[config.mk]
export PLATFORM = sky130hd
export DESIGN_NAME = antenna_measurement_frame_unit_flat
export DESIGN_NICKNAME = d
export VERILOG_FILES = /design/src/amf_pkg.sv /design/src/amf_if.sv /design/src/amf_div.sv /design/src/antenna_measurement_frame_unit.sv /design/src/flat_wrapper.sv
export VERILOG_INCLUDE_DIRS = /design/src /design/src/src
export SDC_FILE = /design/constraint.sdc
export NUM_CORES = 2
export LEC_CHECK = 0
export BUFFER_PORTS_ARGS = -buffer_cell sky130_fd_sc_hd__buf_2
export CAP_MARGIN = 20
export CORE_ASPECT_RATIO = 0.7
export CORE_MARGIN = 2
export CORE_UTILIZATION = 25
export CTS_CLUSTER_SIZE = 24
export DETAILED_ROUTE_END_ITERATION = 10
export PLACE_DENSITY = 0.48
export SETUP_SLACK_MARGIN = 0.5
export SLEW_MARGIN = 25
export SYNTH_ARGS = -nofsm -noshare
export SYNTH_HDL_FRONTEND = slang
export SYNTH_SLANG_ARGS = --single-unit
[constraint.sdc]
create_clock -name clk -period 9.94 [get_ports clk]
set_input_delay 0.497 -clock clk [delete_from_list [all_inputs] [get_ports clk]]
set_output_delay 0.497 -clock clk [all_outputs]
set_load 0.05 [all_outputs]
[src/assert_macros.svh]
// Assertion helpers shared by the RTL files.
// Every macro expects signals named clk and rst in the including scope.
`ifndef ASSERT_MACROS_SVH
`define ASSERT_MACROS_SVH

// Same-cycle implication, muted while in reset.
`define AMF_ASSERT_IMPL(label, ante, cons, msg) \
  label: assert property (@(posedge clk) disable iff (rst) (ante) |-> (cons)) \
    else $error(msg);

// Next-cycle implication, muted while in reset.
`define AMF_ASSERT_NEXT(label, ante, cons, msg) \
  label: assert property (@(posedge clk) disable iff (rst) (ante) |=> (cons)) \
    else $error(msg);

`endif

[src/amf_pkg.sv]
// ----------------------------------------------------------------------------
// amf_pkg
// Shared types and constants of the antenna measurement frame unit.
// ----------------------------------------------------------------------------
`timescale 1ns / 1ps
`default_nettype none

package amf_pkg;

  // Geometry
  localparam int NUM_CHANNELS             = 6;
  localparam int SAMPLES_PER_CHANNEL_DEF  = 16;
  localparam int ADC_W                    = 12;
  localparam int ADC_MAX                  = (1 << ADC_W) - 1;
  localparam int CHAN_W                   = 3;
  localparam int SUM_W                    = 16;
  localparam int MV_W                     = 12;
  localparam int CFG_W                    = 12;
  localparam int CFG_IDX_W                = 2;
  localparam int VX10_W                   = 16;
  localparam int IX100_W                  = 16;
  localparam int RATIO_W                  = 8;
  localparam int CLASS_W                  = 2;
  localparam int SUPPLY_W                 = 15;

  // Divider operand widths (magnitudes)
  localparam int DIV_NUM_W = 23;
  localparam int DIV_DEN_W = 16;

  // Channel tags
  localparam logic [CHAN_W-1:0] CH_VOLT   = 3'd0;
  localparam logic [CHAN_W-1:0] CH_SUPPLY = 3'd1;
  localparam logic [CHAN_W-1:0] CH_FWD    = 3'd2;
  localparam logic [CHAN_W-1:0] CH_REV    = 3'd3;
  localparam logic [CHAN_W-1:0] CH_CURR   = 3'd4;
  localparam logic [CHAN_W-1:0] CH_TEMP   = 3'd5;

  // Configuration register indexes
  localparam logic [CFG_IDX_W-1:0] REG_VOLT_LO = 2'd0;
  localparam logic [CFG_IDX_W-1:0] REG_VOLT_HI = 2'd1;
  localparam logic [CFG_IDX_W-1:0] REG_CURR_LO = 2'd2;
  localparam logic [CFG_IDX_W-1:0] REG_CURR_HI = 2'd3;

  localparam logic [CFG_W-1:0] VOLT_LO_RST = 12'd0;
  localparam logic [CFG_W-1:0] VOLT_HI_RST = 12'd2000;
  localparam logic [CFG_W-1:0] CURR_LO_RST = 12'd0;
  localparam logic [CFG_W-1:0] CURR_HI_RST = 12'd2000;

  // Impedance class codes
  localparam logic [CLASS_W-1:0] CLS_LOW   = 2'd0;
  localparam logic [CLASS_W-1:0] CLS_MATCH = 2'd1;
  localparam logic [CLASS_W-1:0] CLS_HIGH  = 2'd2;

  // Scaling constants
  localparam int MV_FULL_SCALE   = 2500;
  localparam int SUPPLY_GAIN_X10 = 110;
  localparam int IMP_REF_OHMS    = 50;
  localparam int RATIO_MAX       = 255;
  localparam int CLASS_LOW_LIM   = 40;
  localparam int CLASS_HIGH_LIM  = 60;
  localparam int LOW_VOLT_MV     = 5;
  localparam int VCAL_A          = 585;
  localparam int VCAL_B          = 122;
  localparam int ICAL_A          = 1185;
  localparam int ICAL_B          = 225;
  localparam int ICAL_SCALE      = 10;

  typedef struct packed {
    logic                 start;
    logic [DIV_NUM_W-1:0] num;
    logic [DIV_DEN_W-1:0] den;
  } div_req_t;

  typedef struct packed {
    logic                 busy;
    logic                 done;
    logic [DIV_NUM_W-1:0] quot;
  } div_stat_t;

  function automatic int floor_log2(input int n);
    int v;
    int s;
    v = n;
    s = 0;
    for (int k = 0; k < 16; k++) begin
      if (v > 1) begin
        v = v >> 1;
        s = s + 1;
      end
    end
    return s;
  endfunction

endpackage

`default_nettype wire

[src/amf_if.sv]
// ----------------------------------------------------------------------------
// amf_if
// Valid/ready channels for measurement samples and frame reports.
// ----------------------------------------------------------------------------
`timescale 1ns / 1ps
`default_nettype none

interface amf_meas_if;
  import amf_pkg::*;

  logic              valid;
  logic              ready;
  logic [ADC_W-1:0]  sample;
  logic [CHAN_W-1:0] chan;
  logic              frame_end;
  logic              phase_pin;

  modport source (output valid, sample, chan, frame_end, phase_pin, input ready);
  modport sink   (input valid, sample, chan, frame_end, phase_pin, output ready);
endinterface

interface amf_report_if;
  import amf_pkg::*;

  logic                valid;
  logic                ready;
  logic [VX10_W-1:0]   ant_volts_x10;
  logic [IX100_W-1:0]  ant_amps_x100;
  logic [RATIO_W-1:0]  impedance_ratio;
  logic [CLASS_W-1:0]  impedance_class;
  logic                phase_negative;
  logic [SUPPLY_W-1:0] supply_mv;
  logic [MV_W-1:0]     forward_mv;
  logic [MV_W-1:0]     reverse_mv;
  logic [MV_W-1:0]     temperature_mv;
  logic [MV_W-1:0]     volt_mv;
  logic [MV_W-1:0]     curr_mv;

  modport source (
    output valid, ant_volts_x10, ant_amps_x100, impedance_ratio, impedance_class,
           phase_negative, supply_mv, forward_mv, reverse_mv, temperature_mv,
           volt_mv, curr_mv,
    input  ready
  );
  modport sink (
    input  valid, ant_volts_x10, ant_amps_x100, impedance_ratio, impedance_class,
           phase_negative, supply_mv, forward_mv, reverse_mv, temperature_mv,
           volt_mv, curr_mv,
    output ready
  );
endinterface

`default_nettype wire

[src/amf_div.sv]
// ----------------------------------------------------------------------------
// amf_div
// Radix-2 restoring divider for unsigned magnitudes, one quotient bit a cycle.
// ----------------------------------------------------------------------------
`timescale 1ns / 1ps
`default_nettype none

module amf_div (
  input  logic               clk,
  input  logic               rst,
  input  amf_pkg::div_req_t  req,
  output amf_pkg::div_stat_t stat
);
  import amf_pkg::*;

  localparam int CNT_W = $clog2(DIV_NUM_W + 1);

  logic                 busy;
  logic                 done;
  logic [CNT_W-1:0]     cnt;
  logic [DIV_DEN_W-1:0] rem;
  logic [DIV_NUM_W-1:0] quo;
  logic [DIV_DEN_W-1:0] den;
  logic [DIV_DEN_W:0]   rem_sh;
  logic [DIV_DEN_W:0]   rem_next;
  logic                 ge;

  // Bring down the next dividend bit; quotient bits shift in from the right.
  assign rem_sh   = {rem, quo[DIV_NUM_W-1]};
  assign ge       = rem_sh >= {1'b0, den};
  assign rem_next = ge ? (rem_sh - {1'b0, den}) : rem_sh;

  always_ff @(posedge clk) begin
    if (rst) begin
      busy <= 1'b0;
      done <= 1'b0;
      cnt  <= '0;
    end else begin
      done <= 1'b0;
      if (req.start && !busy) begin
        busy <= 1'b1;
        cnt  <= CNT_W'(DIV_NUM_W);
      end else if (busy) begin
        cnt <= cnt - CNT_W'(1);
        if (cnt == CNT_W'(1)) begin
          busy <= 1'b0;
          done <= 1'b1;
        end
      end
    end
  end

  always_ff @(posedge clk) begin
    if (req.start && !busy) begin
      rem <= '0;
      quo <= req.num;
      den <= req.den;
    end else if (busy) begin
      rem <= rem_next[DIV_DEN_W-1:0];
      quo <= {quo[DIV_NUM_W-2:0], ge};
    end
  end

  assign stat.busy = busy;
  assign stat.done = done;
  assign stat.quot = quo;

endmodule

`default_nettype wire

[src/antenna_measurement_frame_unit.sv]
// A sample beat reads the channel sum from the sum memory in the accept cycle and
// writes the saturated sum back in the next. A frame-end beat then runs a sweep over
// the six sums (read, then scale to millivolts), followed by three passes of one
// shared bit-serial divider (voltage calibration, current calibration, impedance
// ratio), each a start, a shift step per quotient bit and a done. A pass ends in its
// start state when its span or the current is zero. The report is then loaded into
// the report register once that is free, and the next beat is taken from then on.
// The sums need no clearing pass: a valid bit per entry, cleared by reset and at
// each frame end, makes an entry read as zero until it is written again.
// ----------------------------------------------------------------------------
// antenna_measurement_frame_unit
// Per-channel sample accumulation and frame-end antenna measurement report.
// ----------------------------------------------------------------------------
`timescale 1ns / 1ps
`default_nettype none

`include "assert_macros.svh"

module antenna_measurement_frame_unit #(
  parameter int SAMPLES_PER_CHANNEL = amf_pkg::SAMPLES_PER_CHANNEL_DEF
) (
  input  logic                           clk,
  input  logic                           rst,
  input  logic                           cfg_we,
  input  logic [amf_pkg::CFG_IDX_W-1:0]  cfg_index,
  input  logic [amf_pkg::CFG_W-1:0]      cfg_data,
  amf_meas_if.sink                       meas,
  amf_report_if.source                   report
);
  import amf_pkg::*;

  localparam int AVG_SHIFT   = floor_log2(SAMPLES_PER_CHANNEL);
  localparam int ADDR_W      = $clog2(NUM_CHANNELS);
  localparam int PROD_W      = 2 * ADC_W;
  localparam int SUPPLY_GAIN = SUPPLY_GAIN_X10 / 10;
  localparam int NUM_SW      = DIV_NUM_W + 2;
  localparam int DEN_SW      = DIV_DEN_W + 1;
  localparam int DIF_W       = CFG_W + 1;

  typedef enum logic [10:0] {
    S_IDLE       = 11'b000_0000_0001,
    S_ACC        = 11'b000_0000_0010,
    S_SWP_RD     = 11'b000_0000_0100,
    S_SWP_CAP    = 11'b000_0000_1000,
    S_VOLT       = 11'b000_0001_0000,
    S_VOLT_WAIT  = 11'b000_0010_0000,
    S_CURR       = 11'b000_0100_0000,
    S_CURR_WAIT  = 11'b000_1000_0000,
    S_RATIO      = 11'b001_0000_0000,
    S_RATIO_WAIT = 11'b010_0000_0000,
    S_OUT        = 11'b100_0000_0000
  } state_t;

  state_t state;
  state_t state_next;

  // Configuration
  logic [CFG_W-1:0] volt_lo;
  logic [CFG_W-1:0] volt_hi;
  logic [CFG_W-1:0] curr_lo;
  logic [CFG_W-1:0] curr_hi;

  always_ff @(posedge clk) begin
    if (rst) begin
      volt_lo <= VOLT_LO_RST;
      volt_hi <= VOLT_HI_RST;
      curr_lo <= CURR_LO_RST;
      curr_hi <= CURR_HI_RST;
    end else if (cfg_we) begin
      unique case (cfg_index)
        REG_VOLT_LO: volt_lo <= cfg_data;
        REG_VOLT_HI: volt_hi <= cfg_data;
        REG_CURR_LO: curr_lo <= cfg_data;
        REG_CURR_HI: curr_hi <= cfg_data;
      endcase
    end
  end

  // Accepted beat
  logic              accept;
  logic              chan_ok;
  logic [ADC_W-1:0]  it_sample;
  logic [ADDR_W-1:0] it_chan;
  logic              it_ok;
  logic              it_fe;
  logic              it_phase;

  assign meas.ready = (state == S_IDLE);
  assign accept     = meas.valid && meas.ready;
  assign chan_ok    = meas.chan < CHAN_W'(NUM_CHANNELS);

  always_ff @(posedge clk) begin
    if (accept) begin
      it_sample <= meas.sample;
      it_chan   <= chan_ok ? ADDR_W'(meas.chan) : '0;
      it_ok     <= chan_ok;
      it_fe     <= meas.frame_end;
      it_phase  <= meas.phase_pin;
    end
  end

  // Sum memory with a registered read. A write in the accumulate state is always
  // done before the next read that is used, so no forwarding.
  logic [SUM_W-1:0]        sums [NUM_CHANNELS];
  logic [NUM_CHANNELS-1:0] vld;
  logic                    rd_vld;
  logic [SUM_W-1:0]        mem_rdata;
  logic [ADDR_W-1:0]       mem_raddr;
  logic                    mem_we;
  logic [ADDR_W-1:0]       swp;
  logic [SUM_W-1:0]        sum_cur;
  logic [SUM_W:0]          sum_ext;
  logic [SUM_W-1:0]        sum_sat;

  assign mem_raddr = (state == S_SWP_RD) ? swp :
                     (chan_ok ? ADDR_W'(meas.chan) : '0);
  assign mem_we    = (state == S_ACC) && it_ok;
  assign sum_cur   = rd_vld ? mem_rdata : '0;
  assign sum_ext   = {1'b0, sum_cur} + (SUM_W + 1)'(it_sample);
  assign sum_sat   = sum_ext[SUM_W] ? '1 : sum_ext[SUM_W-1:0];

  always_ff @(posedge clk) begin
    if (mem_we) begin
      sums[it_chan] <= sum_sat;
    end
    mem_rdata <= sums[mem_raddr];
    rd_vld    <= vld[mem_raddr];
  end

  // Average and scale to millivolts
  logic [SUM_W-1:0]  avg_full;
  logic [ADC_W-1:0]  avg_clip;
  logic [PROD_W-1:0] mv_prod;
  logic [MV_W-1:0]   mv_cap;
  logic [MV_W-1:0]   mv_ch [NUM_CHANNELS];

  assign avg_full = sum_cur >> AVG_SHIFT;
  assign avg_clip = (avg_full > SUM_W'(ADC_MAX)) ? ADC_W'(ADC_MAX) : avg_full[ADC_W-1:0];
  assign mv_prod  = PROD_W'(avg_clip) * PROD_W'(MV_FULL_SCALE);
  assign mv_cap   = MV_W'(mv_prod >> ADC_W);

  always_ff @(posedge clk) begin
    if (state == S_SWP_CAP) begin
      mv_ch[swp] <= mv_cap;
    end
  end

  // Low-level zeroing
  logic            low_volt;
  logic [MV_W-1:0] u_mv;
  logic [MV_W-1:0] i_mv;

  assign low_volt = mv_ch[CH_VOLT] < MV_W'(LOW_VOLT_MV);
  assign u_mv     = low_volt ? '0 : mv_ch[CH_VOLT];
  assign i_mv     = low_volt ? '0 : mv_ch[CH_CURR];

  // Calibration operands
  logic signed [DIF_W-1:0]  dv;
  logic signed [DIF_W-1:0]  di;
  logic signed [DIF_W-1:0]  du_m;
  logic signed [DIF_W-1:0]  di_m;
  logic signed [NUM_SW-1:0] num_v;
  logic signed [NUM_SW-1:0] num_i;
  logic signed [DEN_SW-1:0] den_i;
  logic signed [NUM_SW-1:0] num_sel;
  logic signed [DEN_SW-1:0] den_sel;
  logic [NUM_SW-1:0]        num_mag;
  logic [DEN_SW-1:0]        den_mag;

  assign dv    = $signed({1'b0, volt_hi}) - $signed({1'b0, volt_lo});
  assign di    = $signed({1'b0, curr_hi}) - $signed({1'b0, curr_lo});
  assign du_m  = $signed({1'b0, u_mv}) - $signed({1'b0, volt_lo});
  assign di_m  = $signed({1'b0, i_mv}) - $signed({1'b0, curr_lo});
  assign num_v = NUM_SW'(VCAL_A) * NUM_SW'(du_m) + NUM_SW'(VCAL_B) * NUM_SW'(dv);
  assign num_i = NUM_SW'(ICAL_A) * NUM_SW'(di_m) + NUM_SW'(ICAL_B) * NUM_SW'(di);
  assign den_i = DEN_SW'(ICAL_SCALE) * DEN_SW'(di);

  assign num_sel = (state == S_CURR) ? num_i : num_v;
  assign den_sel = (state == S_CURR) ? den_i : DEN_SW'(dv);
  assign num_mag = num_sel[NUM_SW-1] ? NUM_SW'(-num_sel) : NUM_SW'(num_sel);
  assign den_mag = den_sel[DEN_SW-1] ? DEN_SW'(-den_sel) : DEN_SW'(den_sel);

  // Shared divider
  div_req_t  div_req;
  div_stat_t div_stat;
  logic      div_neg;

  assign div_req.start = ((state == S_VOLT)  && (dv != '0)) ||
                         ((state == S_CURR)  && (di != '0)) ||
                         ((state == S_RATIO) && (i_mv != '0));
  assign div_req.num   = (state == S_RATIO) ?
                         DIV_NUM_W'(DIV_NUM_W'(u_mv) * DIV_NUM_W'(IMP_REF_OHMS)) :
                         num_mag[DIV_NUM_W-1:0];
  assign div_req.den   = (state == S_RATIO) ? DIV_DEN_W'(i_mv) : den_mag[DIV_DEN_W-1:0];

  amf_div u_div (
    .clk  (clk),
    .rst  (rst),
    .req  (div_req),
    .stat (div_stat)
  );

  // Negative quotients clamp to zero, large ones to full scale.
  function automatic logic [VX10_W-1:0] sat_quot(input logic neg,
                                                 input logic [DIV_NUM_W-1:0] q);
    logic [VX10_W-1:0] r;
    if (neg) begin
      r = '0;
    end else if (q > DIV_NUM_W'({VX10_W{1'b1}})) begin
      r = '1;
    end else begin
      r = q[VX10_W-1:0];
    end
    return r;
  endfunction

  logic [VX10_W-1:0]  vx10;
  logic [IX100_W-1:0] ix100;
  logic [RATIO_W-1:0] ratio;
  logic [CLASS_W-1:0] ratio_cls;

  always_ff @(posedge clk) begin
    if (div_req.start) begin
      div_neg <= num_sel[NUM_SW-1] ^ den_sel[DEN_SW-1];
    end
    case (state)
      S_VOLT: begin
        if (dv == '0) vx10 <= '0;
      end
      S_VOLT_WAIT: begin
        if (div_stat.done) vx10 <= sat_quot(div_neg, div_stat.quot);
      end
      S_CURR: begin
        if (di == '0) ix100 <= '0;
      end
      S_CURR_WAIT: begin
        if (div_stat.done) ix100 <= sat_quot(div_neg, div_stat.quot);
      end
      S_RATIO: begin
        if (i_mv == '0) ratio <= RATIO_W'(RATIO_MAX);
      end
      S_RATIO_WAIT: begin
        if (div_stat.done) begin
          ratio <= (div_stat.quot > DIV_NUM_W'(RATIO_MAX)) ? RATIO_W'(RATIO_MAX) :
                   div_stat.quot[RATIO_W-1:0];
        end
      end
      default: ;
    endcase
  end

  assign ratio_cls = (ratio < RATIO_W'(CLASS_LOW_LIM))  ? CLS_LOW  :
                     (ratio > RATIO_W'(CLASS_HIGH_LIM)) ? CLS_HIGH : CLS_MATCH;

  // Report register
  logic out_valid;
  logic out_load;

  assign out_load = (state == S_OUT) && (!out_valid || report.ready);

  always_ff @(posedge clk) begin
    if (out_load) begin
      report.ant_volts_x10   <= vx10;
      report.ant_amps_x100   <= ix100;
      report.impedance_ratio <= ratio;
      report.impedance_class <= ratio_cls;
      report.phase_negative  <= it_phase;
      report.supply_mv       <= SUPPLY_W'(mv_ch[CH_SUPPLY]) * SUPPLY_W'(SUPPLY_GAIN);
      report.forward_mv      <= mv_ch[CH_FWD];
      report.reverse_mv      <= mv_ch[CH_REV];
      report.temperature_mv  <= mv_ch[CH_TEMP];
      report.volt_mv         <= u_mv;
      report.curr_mv         <= i_mv;
    end
  end

  assign report.valid = out_valid;

  // Sequencer
  always_comb begin
    state_next = state;
    unique case (state)
      S_IDLE:       if (accept) state_next = S_ACC;
      S_ACC:        state_next = it_fe ? S_SWP_RD : S_IDLE;
      S_SWP_RD:     state_next = S_SWP_CAP;
      S_SWP_CAP:    state_next = (swp == ADDR_W'(NUM_CHANNELS - 1)) ? S_VOLT : S_SWP_RD;
      S_VOLT:       state_next = div_req.start ? S_VOLT_WAIT : S_CURR;
      S_VOLT_WAIT:  if (div_stat.done) state_next = S_CURR;
      S_CURR:       state_next = div_req.start ? S_CURR_WAIT : S_RATIO;
      S_CURR_WAIT:  if (div_stat.done) state_next = S_RATIO;
      S_RATIO:      state_next = div_req.start ? S_RATIO_WAIT : S_OUT;
      S_RATIO_WAIT: if (div_stat.done) state_next = S_OUT;
      S_OUT:        if (out_load) state_next = S_IDLE;
      default:      state_next = S_IDLE;
    endcase
  end

  always_ff @(posedge clk) begin
    if (rst) begin
      state     <= S_IDLE;
      vld       <= '0;
      swp       <= '0;
      out_valid <= 1'b0;
    end else begin
      state <= state_next;
      if (mem_we) begin
        vld[it_chan] <= 1'b1;
      end
      if (state == S_ACC) begin
        swp <= '0;
      end else if (state == S_SWP_CAP) begin
        swp <= swp + ADDR_W'(1);
        // last sum read: drop the whole frame
        if (swp == ADDR_W'(NUM_CHANNELS - 1)) begin
          vld <= '0;
        end
      end
      if (out_load) begin
        out_valid <= 1'b1;
      end else if (report.valid && report.ready) begin
        out_valid <= 1'b0;
      end
    end
  end

  // Checks
  `AMF_ASSERT_IMPL(a_class_low, report.valid, (report.impedance_class == CLS_LOW) == (report.impedance_ratio < RATIO_W'(CLASS_LOW_LIM)), "impedance class disagrees with ratio")
  `AMF_ASSERT_IMPL(a_zero_volt, report.valid && (report.volt_mv == '0), report.curr_mv == '0, "current not zeroed with voltage")
  `AMF_ASSERT_IMPL(a_no_curr, report.valid && (report.curr_mv == '0), report.impedance_ratio == RATIO_W'(RATIO_MAX), "ratio not at full scale without current")
  `AMF_ASSERT_IMPL(a_div_free, div_req.start, !div_stat.busy, "divider started while busy")
  `AMF_ASSERT_NEXT(a_one_beat, accept, !meas.ready, "second beat taken before sum write-back")

endmodule

`default_nettype wire

[src/flat_wrapper.sv]
// flat-port wrapper written by rule: the top's interface ports become plain ports
module antenna_measurement_frame_unit_flat import amf_pkg::*;
#(
  parameter int SAMPLES_PER_CHANNEL = amf_pkg::SAMPLES_PER_CHANNEL_DEF
)
  (clk, rst, cfg_we, cfg_index, cfg_data, meas_valid, meas_sample, meas_chan, meas_frame_end, meas_phase_pin, meas_ready, report_valid, report_ant_volts_x10, report_ant_amps_x100, report_impedance_ratio, report_impedance_class, report_phase_negative, report_supply_mv, report_forward_mv, report_reverse_mv, report_temperature_mv, report_volt_mv, report_curr_mv, report_ready);
  amf_meas_if meas_i ();
  amf_report_if report_i ();
  input  logic clk;
  input  logic rst;
  input  logic cfg_we;
  input  logic [amf_pkg::CFG_IDX_W-1:0] cfg_index;
  input  logic [amf_pkg::CFG_W-1:0] cfg_data;
  input wire logic [$bits(meas_i.valid)-1:0] meas_valid;
  input wire logic [$bits(meas_i.sample)-1:0] meas_sample;
  input wire logic [$bits(meas_i.chan)-1:0] meas_chan;
  input wire logic [$bits(meas_i.frame_end)-1:0] meas_frame_end;
  input wire logic [$bits(meas_i.phase_pin)-1:0] meas_phase_pin;
  output wire logic [$bits(meas_i.ready)-1:0] meas_ready;
  output wire logic [$bits(report_i.valid)-1:0] report_valid;
  output wire logic [$bits(report_i.ant_volts_x10)-1:0] report_ant_volts_x10;
  output wire logic [$bits(report_i.ant_amps_x100)-1:0] report_ant_amps_x100;
  output wire logic [$bits(report_i.impedance_ratio)-1:0] report_impedance_ratio;
  output wire logic [$bits(report_i.impedance_class)-1:0] report_impedance_class;
  output wire logic [$bits(report_i.phase_negative)-1:0] report_phase_negative;
  output wire logic [$bits(report_i.supply_mv)-1:0] report_supply_mv;
  output wire logic [$bits(report_i.forward_mv)-1:0] report_forward_mv;
  output wire logic [$bits(report_i.reverse_mv)-1:0] report_reverse_mv;
  output wire logic [$bits(report_i.temperature_mv)-1:0] report_temperature_mv;
  output wire logic [$bits(report_i.volt_mv)-1:0] report_volt_mv;
  output wire logic [$bits(report_i.curr_mv)-1:0] report_curr_mv;
  input wire logic [$bits(report_i.ready)-1:0] report_ready;
  assign meas_i.valid = meas_valid;
  assign meas_i.sample = meas_sample;
  assign meas_i.chan = meas_chan;
  assign meas_i.frame_end = meas_frame_end;
  assign meas_i.phase_pin = meas_phase_pin;
  assign meas_ready = meas_i.ready;
  assign report_valid = report_i.valid;
  assign report_ant_volts_x10 = report_i.ant_volts_x10;
  assign report_ant_amps_x100 = report_i.ant_amps_x100;
  assign report_impedance_ratio = report_i.impedance_ratio;
  assign report_impedance_class = report_i.impedance_class;
  assign report_phase_negative = report_i.phase_negative;
  assign report_supply_mv = report_i.supply_mv;
  assign report_forward_mv = report_i.forward_mv;
  assign report_reverse_mv = report_i.reverse_mv;
  assign report_temperature_mv = report_i.temperature_mv;
  assign report_volt_mv = report_i.volt_mv;
  assign report_curr_mv = report_i.curr_mv;
  assign report_i.ready = report_ready;
  antenna_measurement_frame_unit #(.SAMPLES_PER_CHANNEL(SAMPLES_PER_CHANNEL)) u_core (.clk(clk), .rst(rst), .cfg_we(cfg_we), .cfg_index(cfg_index), .cfg_data(cfg_data), .meas(meas_i), .report(report_i));
endmodule
# [Yosys cells after proc, flatten, opt, wreduce, memory -nomap -nowiden]
# Memory sizes are Yosys's and may differ from the RTL's. A register that Yosys moved wholly into a read port is not among the register bits.
# Index checks and enable logic that the tools add are counted.
[totals] reg_bits=273 ram_bits=168 input_bits=36 output_inout_bits=120 word_cells=190 n_memories=2
[mem_list] memory="u_core.sums" words=6 width=16 rd=1 rd_ports_with_merged_regs=1 wr=1 line_no="antenna_measurement_frame_unit.sv:104" text="logic [SUM_W-1:0] sums [NUM_CHANNELS];"
[mem_list] memory="u_core.mv_ch" words=6 width=12 rd=6 rd_ports_with_merged_regs=3 wr=1 line_no="antenna_measurement_frame_unit.sv:135" text="logic [MV_W-1:0] mv_ch [NUM_CHANNELS];"
[op_classes] n_addsub=12 n_mul=8 n_lt_le_gt_ge=11 n_eq_ne=24 muxes=59 bitwise_logic=3 n_reduce_logical=37
[op_table] op="two-way mux 16 bit" count=9
[op_table] op="one-hot mux 11 bit (11 select lines)" count=1
[op_table] op="two-way mux 23 bit" count=4
[op_table] op="two-way mux 11 bit" count=6
[op_table] op="one-hot mux 16 bit (2 select lines)" count=2
[op_table] op="subtractor 12 x 12 -> 13 bit" count=4
[op_table] op="adder 25 bit" count=2
[op_table] op="two-way mux 12 bit" count=4
[op_table] op="zero test 13 bit" count=2
[op_table] op="nonzero test 13 bit" count=2
[op_table] op="multiplier 12 x 13 -> 25 bit, first input constant" count=1
[op_table] op="two-way mux 25 bit" count=1
[op_table] op="multiplier 11 x 13 -> 24 bit, first input constant" count=1
[op_table] op="two-way mux 6 bit" count=4
[op_table] op="two-way mux 8 bit" count=3
[op_table] op="greater-than comparator 23 x 16 -> 1 bit, second input constant" count=1
[op_table] op="greater-than comparator 23 x 8 -> 1 bit, second input constant" count=1
[op_table] op="negation 23 bit" count=1
[op_table] op="multiplier 12 x 10 -> 22 bit, second input constant" count=1
[op_table] op="multiplier 9 x 13 -> 22 bit, first input constant" count=1
[op_table] op="multiplier 7 x 13 -> 20 bit, first input constant" count=1
[op_table] op="adder 16 x 12 -> 17 bit" count=1
[op_table] op="greater-or-equal comparator 17 x 16 -> 1 bit" count=1
[op_table] op="multiplier 12 x 5 -> 17 bit, second input constant" count=1
[op_table] op="other kinds (55)" count=99

# [Logic depth before layout (Yosys ltp)]
# An unclocked memory read counts as a cell.
[logic_depth] ltp_word=11 ltp_mapped=45 depth_no_buf=43

# [Hierarchy]
# From an unflattened synthesis, not the netlist that was laid out.
[hier_totals] cells_unflattened=3549 area_unflattened_um2=36675.2
[modules_own_cells] mod="antenna_measurement_frame_unit" instances=1 cells_each=3231 area_per_inst_um2=33256.9 seq_area_each_um2=12081.6
[modules_own_cells] mod="amf_div" instances=1 cells_each=318 area_per_inst_um2=3418.3 seq_area_each_um2=1631.6

# [Worst setup path after synthesis]
# No wires, ideal clock.
[synth_path] kind="reg-to-reg" start="register u_core.curr_hi[0]" end="register u_core.u_div.quo[4], data pin" setup_time_ps=134 t_arrival_ps=8908 required_ps=9806 path_slack_ps=899 path_stages_with_launch=42 n_path_buf=1 period_less_slack_ps=9041 cell_sequence="dfxtp_1 inv_1 ha_1 fa_1 xnor2_1 ha_1 inv_1 fa_1 inv_1 ha_1 xor2_1 ha_1 ha_1 a21o_1 a21oi_1 o21bai_1 a21oi_1 o21bai_1 (+6 left out) xnor2_1 ha_1 ha_1 fa_1 inv_1 fa_1 inv_1 ha_1 a21o_1 and2_1 a211o_1 a21o_1 and3_1 o21ai_0 clkbuf_1 a31oi_1 o311ai_0 o21a_1"
[synth_between] elab_chain_cells=8 word_cells_on_any_way=13 classes_between="add/sub: 3; mul: 1; mux: 4; reduce/logical: 5"
[synth_lines] element="start: declaration" line_no="antenna_measurement_frame_unit.sv:61" text="logic [CFG_W-1:0] curr_hi;"
[synth_lines] element="start signal: assignment" line_no="antenna_measurement_frame_unit.sv:74" text="REG_CURR_HI: curr_hi <= cfg_data;"
[synth_lines] element="subtractor 12 x 12 -> 13 bit *" line_no="antenna_measurement_frame_unit.sv:171" text="assign di = $signed({1'b0, curr_hi}) - $signed({1'b0, curr_lo});"
[synth_lines] element="multiplier 9 x 13 -> 22 bit" line_no="antenna_measurement_frame_unit.sv:175" text="assign num_i = NUM_SW'(ICAL_A) * NUM_SW'(di_m) + NUM_SW'(ICAL_B) * NUM_SW'(di);"
[synth_lines] element="adder 25 bit" line_no="antenna_measurement_frame_unit.sv:175"
[synth_lines] element="two-way mux 25 bit" line_no="antenna_measurement_frame_unit.sv:178" text="assign num_sel = (state == S_CURR) ? num_i : num_v;"
[synth_lines] element="negation 23 bit" line_no="antenna_measurement_frame_unit.sv:180" text="assign num_mag = num_sel[NUM_SW-1] ? NUM_SW'(-num_sel) : NUM_SW'(num_sel);"
[synth_lines] element="two-way mux 23 bit" line_no="antenna_measurement_frame_unit.sv:180"
[synth_lines] element="two-way mux 23 bit" line_no="antenna_measurement_frame_unit.sv:191" text="assign div_req.num = (state == S_RATIO) ?"
[synth_lines] element="two-way mux 23 bit *" line_no="amf_div.sv:54" text="if (req.start && !busy) begin"
[synth_lines] element="end signal: assignment" line_no="amf_div.sv:56" text="quo <= req.num;"
[synth_lines] element="end signal: assignment" line_no="amf_div.sv:60" text="quo <= {quo[DIV_NUM_W-2:0], ge};"
[synth_lines] element="end: declaration" line_no="amf_div.sv:22" text="logic [DIV_NUM_W-1:0] quo;"
# Mark *: on every way between the ends. The rest lies on a longest branch, timed or not.
# A chain may end at the register's enable or synchronous reset.

# [Worst setup path in the final report]
[layout_path] start="register u_core.curr_hi[0]" end="register u_core.u_div.quo[16], data pin"
# Same word-level chain as after synthesis.

==> impl_metrics.env <==
export IMPL_regArea_um2=13700
export IMPL_holdBufCountCts=0
export IMPL_wl_per_cell_um=19.1
export IMPL_drtIter0Drc=2109
export IMPL_synth_largest_area_cell="edfxtp_1"
export IMPL_grt_pass1_vias=24500
export IMPL_hold_path_class="in2reg"
export IMPL_synth_nets=4289
export IMPL_dieArea_um2=149000
export IMPL_grt_start_max_net_pins=74
export IMPL_ys_warn_count=0
export IMPL_cp_slowest_stage_delay_ps=490
export IMPL_stdcell_count=5784
export IMPL_nNetsFinal=4516
export IMPL_grt_antenna_before_repair=18
export IMPL_multi_input_area_um2=21200
export IMPL_rsz0062_at_grt="yes"
export IMPL_die_w_um=460
export IMPL_cts_buffers=48
export IMPL_setup_tns_ps=0
export IMPL_gr_total_overflow=0
export IMPL_clockBufferDepth=3
export IMPL_worstPathRequired_ps=10290
export IMPL_clk_latency_ps=630
export IMPL_n_fill_cell=15200
export IMPL_drive_gt1_frac=0.119
export IMPL_finalHoldViolCount=0
export IMPL_synth_edff_count=384
export IMPL_clock_sinks=493
export IMPL_drcViolationCount=0
export IMPL_cp_start_kind="flop"
export IMPL_dp_cells=5679
export IMPL_critPathKind="reg2reg"
export IMPL_synthTopCellsByCount="ha_1, inv_1, edfxtp_1"
export IMPL_ys_ff_latch=493
export IMPL_slew_limit_headroom=0.307
export IMPL_crit_top_cell="ha_1"
export IMPL_detail_route_antenna_nets=0
export IMPL_dpl_hpwl_um=88100
export IMPL_netlist_area_um2=36400
export IMPL_gp_congestion=0.882
export IMPL_grt_pass1_wl_um=161000
export IMPL_worstMarginPinSlew_ps=1030
export IMPL_syn_area_per_cell_um2=10.1
export IMPL_totalWireLength_um=110000
export IMPL_syn_inst=3612
export IMPL_clk_pin_slew_ps=70
export IMPL_rows=117
export IMPL_core_um2=145000
export IMPL_syn_to_final_growth_pct=15.9
export IMPL_wl_met2_um=39000
export IMPL_htree_levels=2
export IMPL_setup_viol=0
export IMPL_critPathCaptureType="flop"
export IMPL_clock_fmax_ghz=0.110
export IMPL_async_flop_share=0
export IMPL_synthFlopType="edfxtp_1"
export IMPL_min_period_ps=9100
export IMPL_status="complete, no violations"
export IMPL_dr_wl_met3_um=9160
export IMPL_crit_slowest_cell="fa_1"
export IMPL_netlist_area_leader_share=0.317
export IMPL_grt_usage=0.144
export IMPL_vias_per_cell=4.58
export IMPL_fin_skew_ps=28.3
export IMPL_cp_data_arrival_time_ps=9450
export IMPL_ys_seq_area_frac=0.377
export IMPL_via_count=26500
export IMPL_drt_pass1_iterations=5
export IMPL_cts_root_buffer="clkbuf_16"
export IMPL_cts_tree="built"
export IMPL_portBuffers=155
export IMPL_start_util=0.251
export IMPL_synth_most_common_cell="ha_1"
export IMPL_cap_violations=0
export IMPL_finalMaxSlewViolations=0
export IMPL_netlist_top_cells_area="edfxtp_1, ha_1, fa_1"
export IMPL_dieHeight_um=323
export IMPL_cp_max_fo=10
export IMPL_finalCritPeriodShare=0.915
export IMPL_ios=156
export IMPL_ys_types=73
export IMPL_wl_met1_um=61100
export IMPL_routed_top_layer="met5"
repair_timing:
action	4_1_cts	5_1_grt
setup endpoints to repair	22	23
pin swaps	2	16
gates cloned	0	0
setup buffers	2	11
gates resized for setup	8	82
registers in the layout (all words and copies together), names as in the netlist, 11 cells and up:
| name | count |
|---|---|
| u_core.report.volt_mv | 12 |
| u_core.report.ant_amps_x100 | 16 |
| u_core.vx10 | 16 |
| u_core.mv_ch | 72 |
| u_core.u_div.quo | 23 |
| u_core.volt_hi | 12 |
| u_core.curr_hi | 12 |
| u_core.report.supply_mv | 15 |
| u_core.ix100 | 16 |
| u_core.report.temperature_mv | 12 |
| u_core.u_div.den | 16 |
| u_core.curr_lo | 12 |
| u_core.it_sample | 12 |
| u_core.report.ant_volts_x10 | 16 |
| u_core.volt_lo | 12 |
| report_reverse_mv | 12 |
| u_core.state | 11 |
| u_core.sums | 96 |
| u_core.mem_rdata | 16 |
| u_core.report.curr_mv | 12 |
| u_core.u_div.rem | 16 |
| report_forward_mv | 12 |
stage by stage:
stage                     setup WS (ps)  utilization  cell area [µm²]  hold WS, ps
after floorplan                     899            -            36400          400
after global placement              226        0.277            40100          400
after CTS                           489        0.287            41600         28.2
after detailed placement            255        0.277            40100          405
after global routing                458        0.291            42200         29.9
final                               843        0.291            42200         62.0
cells by family (layout without fill, tap and decap cells):
group / after synthesis / in the layout / share of synthesized area
AO/OA/AOI/OAI: 686 / 686 / 0.119
XOR/XNOR: 244 / 244 / 0.0587
buffers and inverters: 539 / 805 / 0.0557
AND/OR/NAND/NOR: 962 / 962 / 0.127
adder cells (fa/ha/maj): 641 / 641 / 0.250
other: 0 / 2 / 0
multiplexers: 47 / 47 / 0.0131
flip-flops: 493 / 493 / 0.377
cell type report:
class	count	share of cell area
timing repair buffer	274	0.0405
sequential	493	0.325
antenna	2	0.000119
inverter	442	0.0394
clock inverter	27	0.00466
multi-input combinational	2580	0.503
tap	1904	0.0565
clock buffer	62	0.0307
cells in the final DEF, fill, tap and decap left out, types with 12 or more instances in the layout:
cell type  netlist  final
ha_1           497    486
inv_1          441    440
edfxtp_1       384    384
nand2_1        328    325
nor2_1         225    223
a21oi_1        206    194
buf_2            4    155
xnor2_1        161    151
fa_1           144    143
o21ai_0        154    138
buf_4            0    114
dfxtp_1        109    108
xor2_1          83     77
nor3_1          79     75
nand3_1         68     68
a21o_1          64     64
clkbuf_16        0     49
nand2b_1        42     41
mux2i_1         42     41
o21a_1          36     35
nor2b_1         37     35
o21bai_1        37     35
o211ai_1        34     34
and2_1          35     33
nand3b_1        23     23
a31oi_1         23     22
and3_1          21     21
nor4_1          22     16
nand4_1         16     16
o21ai_1          4     15
a211oi_1        18     15
or2_2           12     12
worst max-delay path: cells and delay by family (launching register included):
family / cells / cell delay (ps)
xor+xnor: 2 / 330
compound gates: 12 / 2520
buf+inv: 8 / 690
simple gates: 4 / 680
flops: 1 / 340
fa+ha+maj: 12 / 4270
path summary, 6_finish.rpt:
check,startpoint,endpoint,slack (ps),cells after the start
setup reg to reg,u_core.curr_hi[0],u_core.u_div.quo[16],840,38
setup / recovery,u_core.curr_hi[0],u_core.u_div.quo[16],840,38
hold / removal,meas_sample[9],u_core.it_sample[9],60,1
hold reg to reg,u_core.mv_ch[3][8],report_reverse_mv[8],420,0
routing by layer:
layer | global-route usage | vias up
met3 | 0.0385 | 83
met2 | 0.177 | 677
met5 | 0 | -
li1 | - | 13100
met4 | 0.0186 | 10
met1 | 0.243 | 12700
Power is left out: the tool's default activity adds up to more than one toggle a clock period on the data nets, which glitch-free logic cannot reach.
